`config.mk`:
```
export PLATFORM = sky130hd
export DESIGN_NAME = cgcs_ctrl
export DESIGN_NICKNAME = d
export VERILOG_FILES = /design/src/cgcs_pkg.sv /design/src/cgcs_ctrl.sv
export SDC_FILE = /design/constraint.sdc
export NUM_CORES = 1
export LEC_CHECK = 0
export BUFFER_PORTS_ARGS = -buffer_cell sky130_fd_sc_hd__buf_4
export CORE_AREA = 2 2 39 41
export CTS_BUF_LIST = sky130_fd_sc_hd__clkbuf_4 sky130_fd_sc_hd__clkbuf_8
export DETAILED_ROUTE_END_ITERATION = 8
export DIE_AREA = 0 0 41 43
export HOLD_SLACK_MARGIN = 0.1
export PLACE_DENSITY = 0.31
export SETUP_SLACK_MARGIN = 0.2
export SKIP_CTS_REPAIR_TIMING = 1
export SLEW_MARGIN = 25
export SYNTH_ARGS = -nofsm -noshare
export SYNTH_HDL_FRONTEND = slang
export SYNTH_SLANG_ARGS = --single-unit
```
`constraint.sdc`:
```
create_clock -name clock -period 1.05 [get_ports clock]
set_input_delay 0.21 -clock clock [delete_from_list [all_inputs] [get_ports clock]]
set_output_delay 0.21 -clock clock [all_outputs]
set_load 0.01 [all_outputs]
```
`src/cgcs_pkg.sv`:
```
// Package for the capture gamma cascade sampler.
// Holds the branch tables, level tables and shared types; depends on nothing.
package cgcs_pkg;

   // Default draw scale and fixed sizes.
   localparam int DRAW_BITS_DEF = 16;
   localparam int DRAW_W        = 16;
   localparam int NUM_DRAWS     = 5;
   localparam int MAX_BRANCH    = 11;
   localparam int CUM_W         = 17;
   localparam int ENERGY_W      = 17;
   localparam int LEVEL_W       = 4;
   localparam int NUM_W         = 3;
   localparam int IDX_W         = 6;
   localparam int CNT_W         = 4;

   // Isotope select codes.
   localparam logic [1:0] ISO_M40 = 2'd0;
   localparam logic [1:0] ISO_M36 = 2'd1;

   // Ground level of each table.
   localparam logic [LEVEL_W-1:0] GROUND_M40 = 4'd12;
   localparam logic [LEVEL_W-1:0] GROUND_M36 = 4'd13;

   // One branch: cumulative weight through this branch, level reached, energy.
   typedef struct packed {
      logic [CUM_W-1:0]    cum;
      logic [LEVEL_W-1:0]  dest;
      logic [ENERGY_W-1:0] energy;
   } branch_type;

   // Commands from the controller to the datapath.
   typedef struct packed {
      logic load;
      logic mul;
      logic step;
   } cmd_type;

   // Status from the datapath to the controller.
   typedef struct packed {
      logic stop;
      logic out_free;
   } status_type;

   // First branch of a level in the flat table.
   function automatic logic [IDX_W-1:0] cgcs_start(logic m36, logic [LEVEL_W-1:0] level);
      logic [IDX_W-1:0] s;
      s = '0;
      if (!m36) begin
         unique case (level)
            4'd1: s = 6'd10;  4'd2: s = 6'd11;  4'd3: s = 6'd13;
            4'd4: s = 6'd16;  4'd5: s = 6'd17;  4'd6: s = 6'd19;
            4'd7: s = 6'd20;  4'd8: s = 6'd23;  4'd9: s = 6'd26;
            4'd10: s = 6'd27; 4'd11: s = 6'd29;
            default: s = 6'd0;
         endcase
      end else begin
         unique case (level)
            4'd1: s = 6'd11;  4'd2: s = 6'd12;  4'd3: s = 6'd13;
            4'd4: s = 6'd15;  4'd5: s = 6'd17;  4'd6: s = 6'd18;
            4'd7: s = 6'd19;  4'd8: s = 6'd20;  4'd9: s = 6'd21;
            4'd10: s = 6'd23; 4'd11: s = 6'd25; 4'd12: s = 6'd26;
            default: s = 6'd0;
         endcase
      end
      return s;
   endfunction

   // Number of branches leaving a level; zero at ground and unused levels.
   function automatic logic [CNT_W-1:0] cgcs_count(logic m36, logic [LEVEL_W-1:0] level);
      logic [CNT_W-1:0] c;
      c = '0;
      if (!m36) begin
         unique case (level)
            4'd0: c = 4'd10;
            4'd1, 4'd4, 4'd6, 4'd9, 4'd11: c = 4'd1;
            4'd2, 4'd5, 4'd10: c = 4'd2;
            4'd3, 4'd7, 4'd8: c = 4'd3;
            default: c = 4'd0;
         endcase
      end else begin
         unique case (level)
            4'd0: c = 4'd11;
            4'd1, 4'd2, 4'd5, 4'd6, 4'd7, 4'd8, 4'd11, 4'd12: c = 4'd1;
            4'd3, 4'd4, 4'd9, 4'd10: c = 4'd2;
            default: c = 4'd0;
         endcase
      end
      return c;
   endfunction

   // Flat branch table, cumulative weights within each level (weights times 1000).
   function automatic branch_type cgcs_branch(logic m36, logic [IDX_W-1:0] idx);
      branch_type b;
      b = '0;
      if (!m36) begin
         unique case (idx)
            6'd0:  b = '{17'd10790, 4'd10, 17'd55820};
            6'd1:  b = '{17'd11032, 4'd9,  17'd50637};
            6'd2:  b = '{17'd62232, 4'd8,  17'd47450};
            6'd3:  b = '{17'd71342, 4'd7,  17'd37004};
            6'd4:  b = '{17'd75252, 4'd6,  17'd33655};
            6'd5:  b = '{17'd78972, 4'd5,  17'd31502};
            6'd6:  b = '{17'd79992, 4'd4,  17'd30894};
            6'd7:  b = '{17'd87992, 4'd3,  17'd27718};
            6'd8:  b = '{17'd92082, 4'd2,  17'd21307};
            6'd9:  b = '{17'd93012, 4'd1,  17'd18288};
            6'd10: b = '{17'd930,   4'd11, 17'd41025};
            6'd11: b = '{17'd1860,  4'd10, 17'd34518};
            6'd12: b = '{17'd4560,  4'd8,  17'd26143};
            6'd13: b = '{17'd5490,  4'd10, 17'd28105};
            6'd14: b = '{17'd5676,  4'd9,  17'd22916};
            6'd15: b = '{17'd6178,  4'd8,  17'd19726};
            6'd16: b = '{17'd818,   4'd11, 17'd28425};
            6'd17: b = '{17'd1580,  4'd11, 17'd27818};
            6'd18: b = '{17'd2361,  4'd10, 17'd24325};
            6'd19: b = '{17'd2600,  4'd11, 17'd25661};
            6'd20: b = '{17'd270,   4'd11, 17'd22295};
            6'd21: b = '{17'd1570,  4'd10, 17'd18815};
            6'd22: b = '{17'd7150,  4'd8,  17'd10443};
            6'd23: b = '{17'd2140,  4'd12, 17'd13540};
            6'd24: b = '{17'd50640, 4'd11, 17'd11868};
            6'd25: b = '{17'd59570, 4'd10, 17'd8377};
            6'd26: b = '{17'd1020,  4'd11, 17'd8673};
            6'd27: b = '{17'd23500, 4'd12, 17'd5160};
            6'd28: b = '{17'd29640, 4'd11, 17'd3487};
            6'd29: b = '{17'd74000, 4'd12, 17'd1673};
            default: b = '0;
         endcase
      end else begin
         unique case (idx)
            6'd0:  b = '{17'd10900,  4'd13, 17'd87904};
            6'd1:  b = '{17'd48400,  4'd10, 17'd62997};
            6'd2:  b = '{17'd73400,  4'd9,  17'd52726};
            6'd3:  b = '{17'd74200,  4'd8,  17'd48518};
            6'd4:  b = '{17'd75800,  4'd7,  17'd48103};
            6'd5:  b = '{17'd79000,  4'd6,  17'd43423};
            6'd6:  b = '{17'd79800,  4'd5,  17'd42116};
            6'd7:  b = '{17'd81600,  4'd4,  17'd41530};
            6'd8:  b = '{17'd95000,  4'd3,  17'd37002};
            6'd9:  b = '{17'd97700,  4'd2,  17'd22076};
            6'd10: b = '{17'd100100, 4'd1,  17'd19667};
            6'd11: b = '{17'd5000,   4'd5,  17'd22479};
            6'd12: b = '{17'd200,    4'd6,  17'd21353};
            6'd13: b = '{17'd7900,   4'd12, 17'd36793};
            6'd14: b = '{17'd11000,  4'd10, 17'd25996};
            6'd15: b = '{17'd1000,   4'd12, 17'd32269};
            6'd16: b = '{17'd1200,   4'd10, 17'd21452};
            6'd17: b = '{17'd300,    4'd10, 17'd20873};
            6'd18: b = '{17'd2000,   4'd10, 17'd19573};
            6'd19: b = '{17'd1300,   4'd13, 17'd39814};
            6'd20: b = '{17'd1000,   4'd13, 17'd39380};
            6'd21: b = '{17'd23700,  4'd12, 17'd21075};
            6'd22: b = '{17'd26400,  4'd10, 17'd10267};
            6'd23: b = '{17'd57000,  4'd13, 17'd24906};
            6'd24: b = '{17'd57500,  4'd11, 17'd8785};
            6'd25: b = '{17'd3400,   4'd13, 17'd16117};
            6'd26: b = '{17'd33000,  4'd13, 17'd14103};
            default: b = '0;
         endcase
      end
      return b;
   endfunction

endpackage

```
`src/cgcs_ctrl.sv`:
```
// Controller state machine of the capture gamma cascade sampler.
// Depends on cgcs_pkg for the command and status types.
module cgcs_ctrl
   import cgcs_pkg::*;
(
   input  logic       clock,
   input  logic       reset,
   input  logic       req_tvalid,
   output logic       req_tready,
   input  status_type status,
   output cmd_type    cmd
);

   typedef enum logic [2:0] {
      ST_IDLE = 3'b001,
      ST_MUL  = 3'b010,
      ST_SEL  = 3'b100
   } state_type;

   state_type state_ff, state_in;

   // Next state and commands.
   always_comb begin
      state_in   = state_ff;
      cmd        = '0;
      req_tready = 1'b0;
      unique case (state_ff)
         ST_IDLE: begin
            req_tready = 1'b1;
            if (req_tvalid) begin
               cmd.load = 1'b1;
               state_in = ST_MUL;
            end
         end
         ST_MUL: begin
            if (status.stop) begin
               state_in = ST_IDLE;
            end else begin
               cmd.mul  = 1'b1;
               state_in = ST_SEL;
            end
         end
         ST_SEL: begin
            if (status.out_free) begin
               cmd.step = 1'b1;
               state_in = ST_MUL;
            end
         end
         default: state_in = ST_IDLE;
      endcase
   end

   // State register.
   always_ff @(posedge clock) begin
      if (reset) begin
         state_ff <= ST_IDLE;
      end else begin
         state_ff <= state_in;
      end
   end

endmodule

```
==> results of run 1 <==
[cell usage in the layout (no fill, tap or decap)]
master	n
nor4b_4	1
a211oi_2	2
and4bb_2	1
dfxtp_4	3
o31ai_2	1
inv_1	1
buf_4	11
nor2_1	1
or3b_1	2
nand3b_1	2
clkbuf_4	4
nor3b_2	1
nor3b_1	1
[worst min path at each step]
stage,start,to,slack [ns],cells after the start
after floorplan,reset,state_ff[2]$_SDFFE_PP0P_,0.27,1
after global placement,reset,state_ff[2]$_SDFFE_PP0P_,0.40,2
after detailed placement,reset,state_ff[2]$_SDFFE_PP0P_,0.39,2
after CTS,reset,state_ff[2]$_SDFFE_PP0P_,0.15,2
after global routing,reset,state_ff[1]$_SDFFE_PP0P_,0.15,2
final,reset,state_ff[1]$_SDFFE_PP0P_,0.16,2
[per-stage QoR]
| step | utilization | power, W | hold WS (ns) |
|---|---|---|---|
| after floorplan | - | 0.000153 | 0.265 |
| after global placement | 0.197 | 0.000186 | 0.396 |
| after detailed placement | 0.197 | 0.000185 | 0.393 |
| after CTS | 0.219 | 0.000417 | 0.148 |
| after global routing | 0.244 | 0.000442 | 0.147 |
| final | 0.244 | 0.000415 | 0.155 |
[kinds of logic after synthesis]
| logic type | after synthesis | share of synthesized area |
|---|---|---|
| AO/OA/AOI/OAI | 3 | 0.168 |
| buffers and inverters | 1 | 0.0229 |
| flip-flops | 3 | 0.366 |
| AND/OR/NAND/NOR | 9 | 0.443 |
[critical path, cell delays in order (launching register included)]
cell	delay, ns
dfxtp_4	0.36
nor4b_4	0.28
buf_4	0.17
[layer usage]
layer / share of wire / GRT usage
met1: 0.42 / 0.0609
met2: 0.51 / 0.0875
met3: 0.070 / 0.0314
met4: 0 / 0.0800
met5: 0 / 0
[report_power, final]
part	total [W]	switching, W	internal [W]
clock network	0.000222	0.0000544	0.000168
logic	0.0000633	0.0000224	0.0000410
registers	0.000130	0.0000128	0.000117
total	0.000415	0.0000896	0.000326
[area by class of cell]
| cell class | count | area [µm²] | area share |
|---|---|---|---|
| inverter | 1 | 3.75 | 0.0111 |
| clock buffer | 4 | 30.0 | 0.0889 |
| tap | 16 | 20.0 | 0.0593 |
| multi-input combinational | 12 | 130 | 0.385 |
| timing repair buffer | 11 | 82.6 | 0.244 |
| sequential | 3 | 71.3 | 0.211 |
==> summary.txt, run 1 <==
Critical path
  • Crit path launch: state_ff[0]$_SDFFE_PP1P_
  • Type of origin of the critical path: register
  • Worst setup endpoint: cmd[1]
  • RR Startpoint: state_ff[1]$_SDFFE_PP0P_
  • Worst r2r path cells: 2
  • Worst Path Required: about 0.84 ns
  • Arr. time, crit path: 1.04 ns
  • Crit Path Class: reg2out
  • Flop-to-flop setup slack: -0.01 ns
  • Crit path max fanout: 7
  • R2r endpoint: state_ff[2]$_SDFFE_PP0P_
  • Critical path endpoint category: primary output

Logic synthesis
  • Cells after Synth: 16
  • Yosys cell types: 11
  • Ys async rst share: 0
  • Commonest cells post-synth: dfxtp_1 (3), nand3b_1 (2), nor3b_1 (2), or3b_1 (2)
  • Synth warn: 0
  • Top cells by area, synth: dfxtp_1 (37%), or3b_1 (11%), nand3b_1 (9.2%), nor3b_1 (9.2%), a211oi_2 (7.6%)
  • Most numerous cell in the Yosys netlist: dfxtp_1
  • Sequential area share after synthesis: 0.366
  • Syn_nets: 21
  • Cell taking the most area after synthesis: dfxtp_1
  • Synthesized area: between 150 and 200 µm²
  • Synth top area share: 0.366
  • Post-synth EDFFs: 0
  • Main synth FF type: dfxtp_1
  • Flip-flop and latch count after synthesis: 3
  • Average size of a mapped cell: around 10 µm²

Drt
  • DRC: 0
  • Vias: about 180
  • First-pass iteration count of the detailed router: 1
  • DRT iter0 DRCs: 0
  • Post-Route WL: between 400 and 500 µm
  • Routed WL per cell: approximately 10 µm
  • Antenna-violating nets left: 0
  • Drt via density: between 3 and 4

Clock network
  • Clock-pin slew on the worst setup and hold paths: 0.03 ns
  • Cts bufs inserted: 3
  • CTS Root Cell: clkbuf_4
  • Buffer depth of the longest clock path: 2
  • H-tree depth: 1
  • CTS tree: yes
  • Clk Latency, worst-skew pair: about 0.23 ns
  • Clock sinks: 3

Floorplanning
  • Starting Density: 0.118
  • Ports: 9
  • Row cnt: 14
  • Die X: a little over 40 µm
  • Die outline area: between 1500 and 2000 µm²
  • Chip height: between 40 and 50 µm
  • Core area: 1380 µm²

Final layout
  • N_diodes: 0
  • Share of layout cells above drive strength 1: 0.774
  • Filler Cell Count: approximately 140
  • Final Cell Area: 338 µm²
  • Largest register FFs: 3
  • Syn-to-layout area delta: 106%
  • Fin nets: 37
  • Largest regs: state_ff: 3 flops
  • Fin cells: 47
  • Biggest register: state_ff

Global route
  • GR Overflow Total: 0
  • First-pass GRT wire length: ~700 µm
  • All-layer global routing usage: 0.0652
  • Largest net degree at the start of global routing: 9
  • Antenna violations before repair: 0
  • Number of global-route vias before repair: between 150 and 200

Placement
  • Cell Area, Placed: ~270 µm²
  • Setup WS pre-CTS: slightly below 0.006 ns
  • Final weighted congestion in routability-driven placement: 0.661
  • I/O Buffers: 8
  • DP Cell Count: 40

Worst hold path
  • Worst min path class: in2reg

Power and ir drop
  • Lkg Pwr: roughly 0.13 nW
  • Pwr per Cell Area: about 1200 nW/µm²
  • Worst vdd ir: 0.000345 V

STA
  • Worst-Margin Slew: 0.231 ns
  • Fin crit period: 1.25 ns
  • Crit share post-route: 1.19
  • Worst setup slack after layout: -0.203 ns
  • Max Fclk: between 700 and 800 MHz
  • Final setup TNS: -0.622 ns
  • Hold Fails Final Rpt: 0
  • Unrepaired setup endpoints after global routing: yes
  • Final setup viols: 5
  • Clock Skew: roughly 0.00025 ns
  • Slew Limit Fails: 0
  • Slew HR: 0.845

Status
  • Status: finished, violations left
  • Failing checks: setup timing

Run
  • Max-cap violations: 0
Power figures use the tool's default switching activity.
==> run 2, diff against run 1 <==
- CTS_BUF_LIST: sky130_fd_sc_hd__clkbuf_4 sky130_fd_sc_hd__clkbuf_8 -> not set
==> summary.txt, run 2 (synthesized netlist as in run 1, its figures left out) <==
Drt
  • Vias: 181
  • First-pass iteration count of the detailed router: 1
  • Drt via density: 3.85
  • DRC: 0
  • Routed WL per cell: roughly 9.8 µm
  • DRT iter0 DRCs: 0
  • Antenna-violating nets left: 0
  • Post-Route WL: 461 µm

Placement
  • DP Cell Count: 40
  • I/O Buffers: 8
  • Cell Area, Placed: between 200 and 300 µm²
  • Final weighted congestion in routability-driven placement: roughly 0.66

STA
  • Final setup viols: 5
  • Worst setup slack after layout: -0.199 ns
  • Hold Slack: around 0.16 ns
  • Worst-Margin Slew: 0.230 ns
  • Crit share post-route: 1.19
  • Fin crit period: between 1 and 1.5 ns
  • Hold Fails Final Rpt: 0
  • Clock Skew: approximately 0.0014 ns
  • Slew Limit Fails: 0
  • Slew HR: 0.846
  • Unrepaired setup endpoints after global routing: yes
  • Max Fclk: approximately 800 MHz
  • Final setup TNS: -0.608 ns

Critical path
  • Arr. time, crit path: around 1.0 ns
  • R2r endpoint: state_ff[2]$_SDFFE_PP0P_
  • Crit path max fanout: 7
  • Critical path endpoint category: primary output
  • Worst-path cell chain: nor4b_4 > buf_4
  • Worst r2r path cells: 2
  • Crit Path Class: reg2out
  • CP delay by family, top: flip-flops
  • Type of origin of the critical path: register
  • RR Startpoint: state_ff[1]$_SDFFE_PP0P_
  • Slowest CP cell: dfxtp_4
  • Max incr delay on CP: 0.36 ns
  • CP bufs+invs: 1
  • Flop-to-flop setup slack: -0.01 ns
  • Crit path launch: state_ff[0]$_SDFFE_PP1P_
  • Worst Path Required: 0.84 ns
  • Number of stages on the worst setup path: 2

Global route
  • All-layer global routing usage: 0.0652
  • First-pass GRT wire length: 717 µm
  • GR Overflow Total: 0
  • Number of global-route vias before repair: approximately 180
  • Largest net degree at the start of global routing: 9
  • Antenna violations before repair: 0

Final layout
  • Largest regs: state_ff: 3 flops
  • Share of layout cells above drive strength 1: 0.742
  • Biggest register: state_ff
  • Multi-input logic area: between 100 and 150 µm²
  • Syn-to-layout area delta: 104%
  • Filler Cell Count: 145
  • N_diodes: 0
  • Fin nets: 37
  • Final Cell Area: around 330 µm²
  • Fin cells: 47
  • Largest register FFs: 3
  • Most common cell after layout, fill and taps aside: buf_4
  • Sequential cell area: 71.3 µm²
  • Most frequent cells in the layout: buf_4 (11), clkbuf_4 (3), dfxtp_4 (3)

Worst hold path
  • Hold_sp: reset
  • Hold Path Sink: state_ff[1]$_SDFFE_PP0P_
  • Worst min path class: in2reg
  • Hold Path Depth: 2

Clock network
  • Clock-pin slew on the worst setup and hold paths: approximately 0.030 ns
  • Cts bufs inserted: 3
  • Buffer depth of the longest clock path: 2
  • H-tree depth: 1
  • CTS tree: yes
  • Clk Latency, worst-skew pair: between 0.2 and 0.25 ns
  • CTS Root Cell: clkbuf_4
  • Clock sinks: 3

Power and ir drop
  • Final Power: ~0.00039 W
  • Pwr per Cell Area: 1160 nW/µm²
  • Worst vdd ir: 0.000310 V
  • Lkg Pwr: approximately 0.13 nW

Status
  • Failing checks: setup timing
  • Status: finished, violations left

Floorplanning
  • Ports: 9
  • Die X: 41 µm
  • Chip height: between 40 and 50 µm
  • Die outline area: ~1800 µm²
  • Starting Density: 0.118
  • Row cnt: 14
  • Core area: roughly 1400 µm²

Run
  • Max-cap violations: 0
run 2: changes by cell type in the layout (fill, tap and decap cells not counted):
cell | before | now
clkbuf_1 | 0 | 1
clkbuf_4 | 4 | 3
run 2: final cells by class:
cell class                      count  area share
Inverter                            1      0.0112
Tap cell                           16      0.0599
Multi-Input combinational cell     12       0.390
Clock buffer                        4      0.0787
Sequential cell                     3       0.213
Timing Repair Buffer               11       0.247
run 2: per-stage QoR:
stage / setup WS [ns] / utilization
2_1_floorplan: 0.0640 / -
3_3_place_gp: 0.00783 / 0.197
3_5_place_dp: 0.00589 / 0.197
4_1_cts: -0.243 / 0.216
5_1_grt: -0.243 / 0.241
6_report: -0.199 / 0.241
run 2: layer usage:
metal | wire length, µm | vias to the layer above | track usage
li1 | - | 92 | -
met3 | 33 | 0 | 0.0314
met4 | 0 | 0 | 0.0800
met5 | 0 | - | 0
met1 | 192 | 82 | 0.0609
met2 | 236 | 7 | 0.0875
run 2: where the power goes:
| part | total (W) | internal [W] | switching [W] | leakage [nW] |
|---|---|---|---|---|
| Clock | 0.000194 | 0.000142 | 0.0000523 | 0.0150 |
| Combinational | 0.0000633 | 0.0000410 | 0.0000223 | 0.0860 |
| Sequential | 0.000130 | 0.000117 | 0.0000127 | 0.0261 |
run 2: how the worst max path moves through the flow:
stage                               end  slack (ns)
2_1_floorplan  state_ff[2]$_SDFFE_PP0P_        0.06
3_3_place_gp                     cmd[1]       0.008
3_5_place_dp   state_ff[2]$_SDFFE_PP0P_       0.006
4_1_cts                          cmd[1]       -0.24
5_1_grt                          cmd[1]       -0.24
6_report                         cmd[1]       -0.20
==> run 3, diff against run 2 <==
- ABC_AREA: not set -> 1
- CAP_MARGIN: not set -> 20
- PLACE_DENSITY: 0.31 -> 0.33
- RECOVER_POWER: not set -> 100
==> summary.txt, run 3 <==
Final layout
  • Largest register FFs: 3
  • Final Cell Area: around 370 µm²
  • N_diodes: 0
  • Largest regs: state_ff: 3 flops
  • Most frequent cells in the layout: inv_1 (7), buf_4 (7), nand3_1 (5), nand2_1 (4), clkbuf_4 (4)
  • Fin nets: 52
  • Share of layout cells above drive strength 1: 0.565
  • Biggest register: state_ff
  • Layout Utilization: 0.265
  • Syn-to-layout area delta: 95.3%

Global route
  • All-layer global routing usage: 0.0802
  • Number of global-route vias before repair: 234
  • GR Overflow Total: 0
  • Largest net degree at the start of global routing: 6
  • Antenna violations before repair: 0
  • First-pass GRT wire length: 876 µm

Power and ir drop
  • Worst vdd ir: around 0.00027 V
  • Pwr per Cell Area: around 1700 nW/µm²
  • Lkg Pwr: 0.193 nW

STA
  • Hold Fails Final Rpt: 0
  • Max Fclk: ~830 MHz
  • Fin crit period: roughly 1.2 ns
  • Slew HR: 0.925
  • Worst setup slack after layout: -0.150 ns
  • Slew Limit Fails: 0
  • Worst-Margin Slew: around 0.11 ns
  • Unrepaired setup endpoints after global routing: yes
  • Crit share post-route: 1.14
  • Final setup viols: 4
  • Hold Slack: 0.132 ns
  • Final setup TNS: -0.516 ns
  • Clock Skew: about 0.0063 ns

Placement
  • Dpl hpwl: 411 µm
  • I/O Buffers: 8
  • Cell Area, Placed: 279 µm²
  • Final weighted congestion in routability-driven placement: 0.589

Floorplanning
  • Starting Density: 0.136
  • Die X: ~40 µm
  • Row cnt: 14
  • Die outline area: approximately 1800 µm²
  • Core area: between 1000 and 1500 µm²
  • Chip height: approximately 43 µm
  • Ports: 9

Clock network
  • Buffer depth of the longest clock path: 2
  • CTS Root Cell: clkbuf_4
  • Clk Latency, worst-skew pair: ~0.24 ns
  • CTS tree: yes
  • Cts bufs inserted: 3
  • Clock sinks: 3
  • Clock-pin slew on the worst setup and hold paths: roughly 0.030 ns
  • H-tree depth: 1

Drt
  • Post-Route WL: 571 µm
  • Drt via density: ~3.7
  • Antenna-violating nets left: 0
  • First-pass iteration count of the detailed router: 1
  • DRT iter0 DRCs: 0
  • Vias: 230
  • Routed WL per cell: roughly 9 µm
  • DRC: 0

Critical path
  • Flop-to-flop setup slack: around 0.13 ns
  • Arr. time, crit path: 0.99 ns
  • Worst Path Required: about 0.84 ns
  • R2r endpoint: state_ff[0]$_SDFFE_PP1P_
  • RR Startpoint: state_ff[2]$_SDFFE_PP0P_
  • Crit path max fanout: 4
  • Critical path endpoint category: primary output
  • Crit Path Class: reg2out
  • Crit path launch: state_ff[2]$_SDFFE_PP0P_
  • Worst setup endpoint: cmd[2]
  • Type of origin of the critical path: register
  • Worst r2r path cells: 5

Run
  • Max-cap violations: 0

Logic synthesis
  • Synthesized area: between 150 and 200 µm²
  • Top cells by area, synth: dfxtp_1 (32%), inv_1 (18%), nand3_1 (13%), nand2_1 (10%), nor2_2 (10%)
  • Average size of a mapped cell: 6.05 µm²
  • Cells after Synth: 31
  • Main synth FF type: dfxtp_1
  • Most numerous cell in the Yosys netlist: inv_1
  • Flip-flop and latch count after synthesis: 3
  • Synth top area share: 0.320
  • Sequential area share after synthesis: 0.320
  • Synth warn: 0
  • Syn_nets: 36
  • Commonest cells post-synth: inv_1 (9), nand2_1 (5), nand3_1 (5), dfxtp_1 (3), nor2_2 (3)
  • Post-synth EDFFs: 0
  • Cell taking the most area after synthesis: dfxtp_1
  • Yosys cell types: 9
  • Ys async rst share: 0

Status
  • Failing checks: setup timing
  • Status: finished, violations left

Worst hold path
  • Worst min path class: in2reg
==> run 3: cell count changes in the layout (fill, tap and decap cells not counted), moves of 2 or more <==
cell | before | now
inv_1 | 1 | 7
nand3_1 | 0 | 5
buf_4 | 11 | 7
nand2_1 | 0 | 4
buf_6 | 0 | 3
nor2_4 | 0 | 3
a211oi_2 | 2 | 0
inv_2 | 0 | 2
nand3b_1 | 2 | 0
nand4_1 | 0 | 2
nor2_2 | 0 | 2
or3b_1 | 2 | 0
==> run 3: report_power, final <==
group	internal, W	switching, W	total, W
combinational	0.000133	0.000114	0.000247
clock	0.000143	0.0000659	0.000209
sequential	0.000138	0.0000367	0.000175
total	0.000414	0.000216	0.000630
==> run 3: how the worst min path moves through the flow <==
stage	start	to	slack [ns]	depth (start not counted)
after floorplan	reset	state_ff[2]$_SDFFE_PP0P_	0.28	1
after global placement	reset	state_ff[2]$_SDFFE_PP0P_	0.39	2
after detailed placement	reset	state_ff[2]$_SDFFE_PP0P_	0.39	2
after CTS	reset	state_ff[2]$_SDFFE_PP0P_	0.14	2
after global routing	reset	state_ff[2]$_SDFFE_PP0P_	0.15	2
final	reset	state_ff[2]$_SDFFE_PP0P_	0.13	2
==> run 3: metrics by stage <==
stage,std cells,worst slack (ns),total power [W]
6_report,62,-0.150,0.000630
5_1_grt,62,-0.196,0.000673
3_5_place_dp,55,0.0649,0.000334
2_1_floorplan,31,0.194,0.000267
4_1_cts,59,-0.204,0.000552
3_3_place_gp,55,0.0784,0.000332
==> run 3: kinds of logic (layout without fill, tap and decap cells) <==
logic type,after synthesis,in the layout,share of synthesized area
AOI/OAI and AO/OA,1,1,0.0266
buffers and inverters,9,24,0.180
and+or+nand+nor,18,18,0.473
DFF,3,3,0.320
==> run 3: final cells by class <==
class | count | area, µm²
flip-flops and latches | 3 | 71.3
clock buffers | 4 | 26.3
fillers | 162 | 1020
multi-input cells | 19 | 121
well taps | 16 | 20.0
repair buffers | 11 | 93.8
inverters | 9 | 33.8
==> run 3: metal layers <==
layer  track usage  share of wire  routed length [µm]
met4         0.100          0.025                  14
met5             0              0                   0
met2         0.122           0.63                 358
met1        0.0737           0.30                 172
met3        0.0157          0.044                  25
==> run 3: worst max-delay path, cell delays in order, from the launching register on <==
cell,delay (ns)
dfxtp_4,0.35
nor2_4,0.14
nand2_4,0.08
nor2_4,0.08
buf_6,0.10
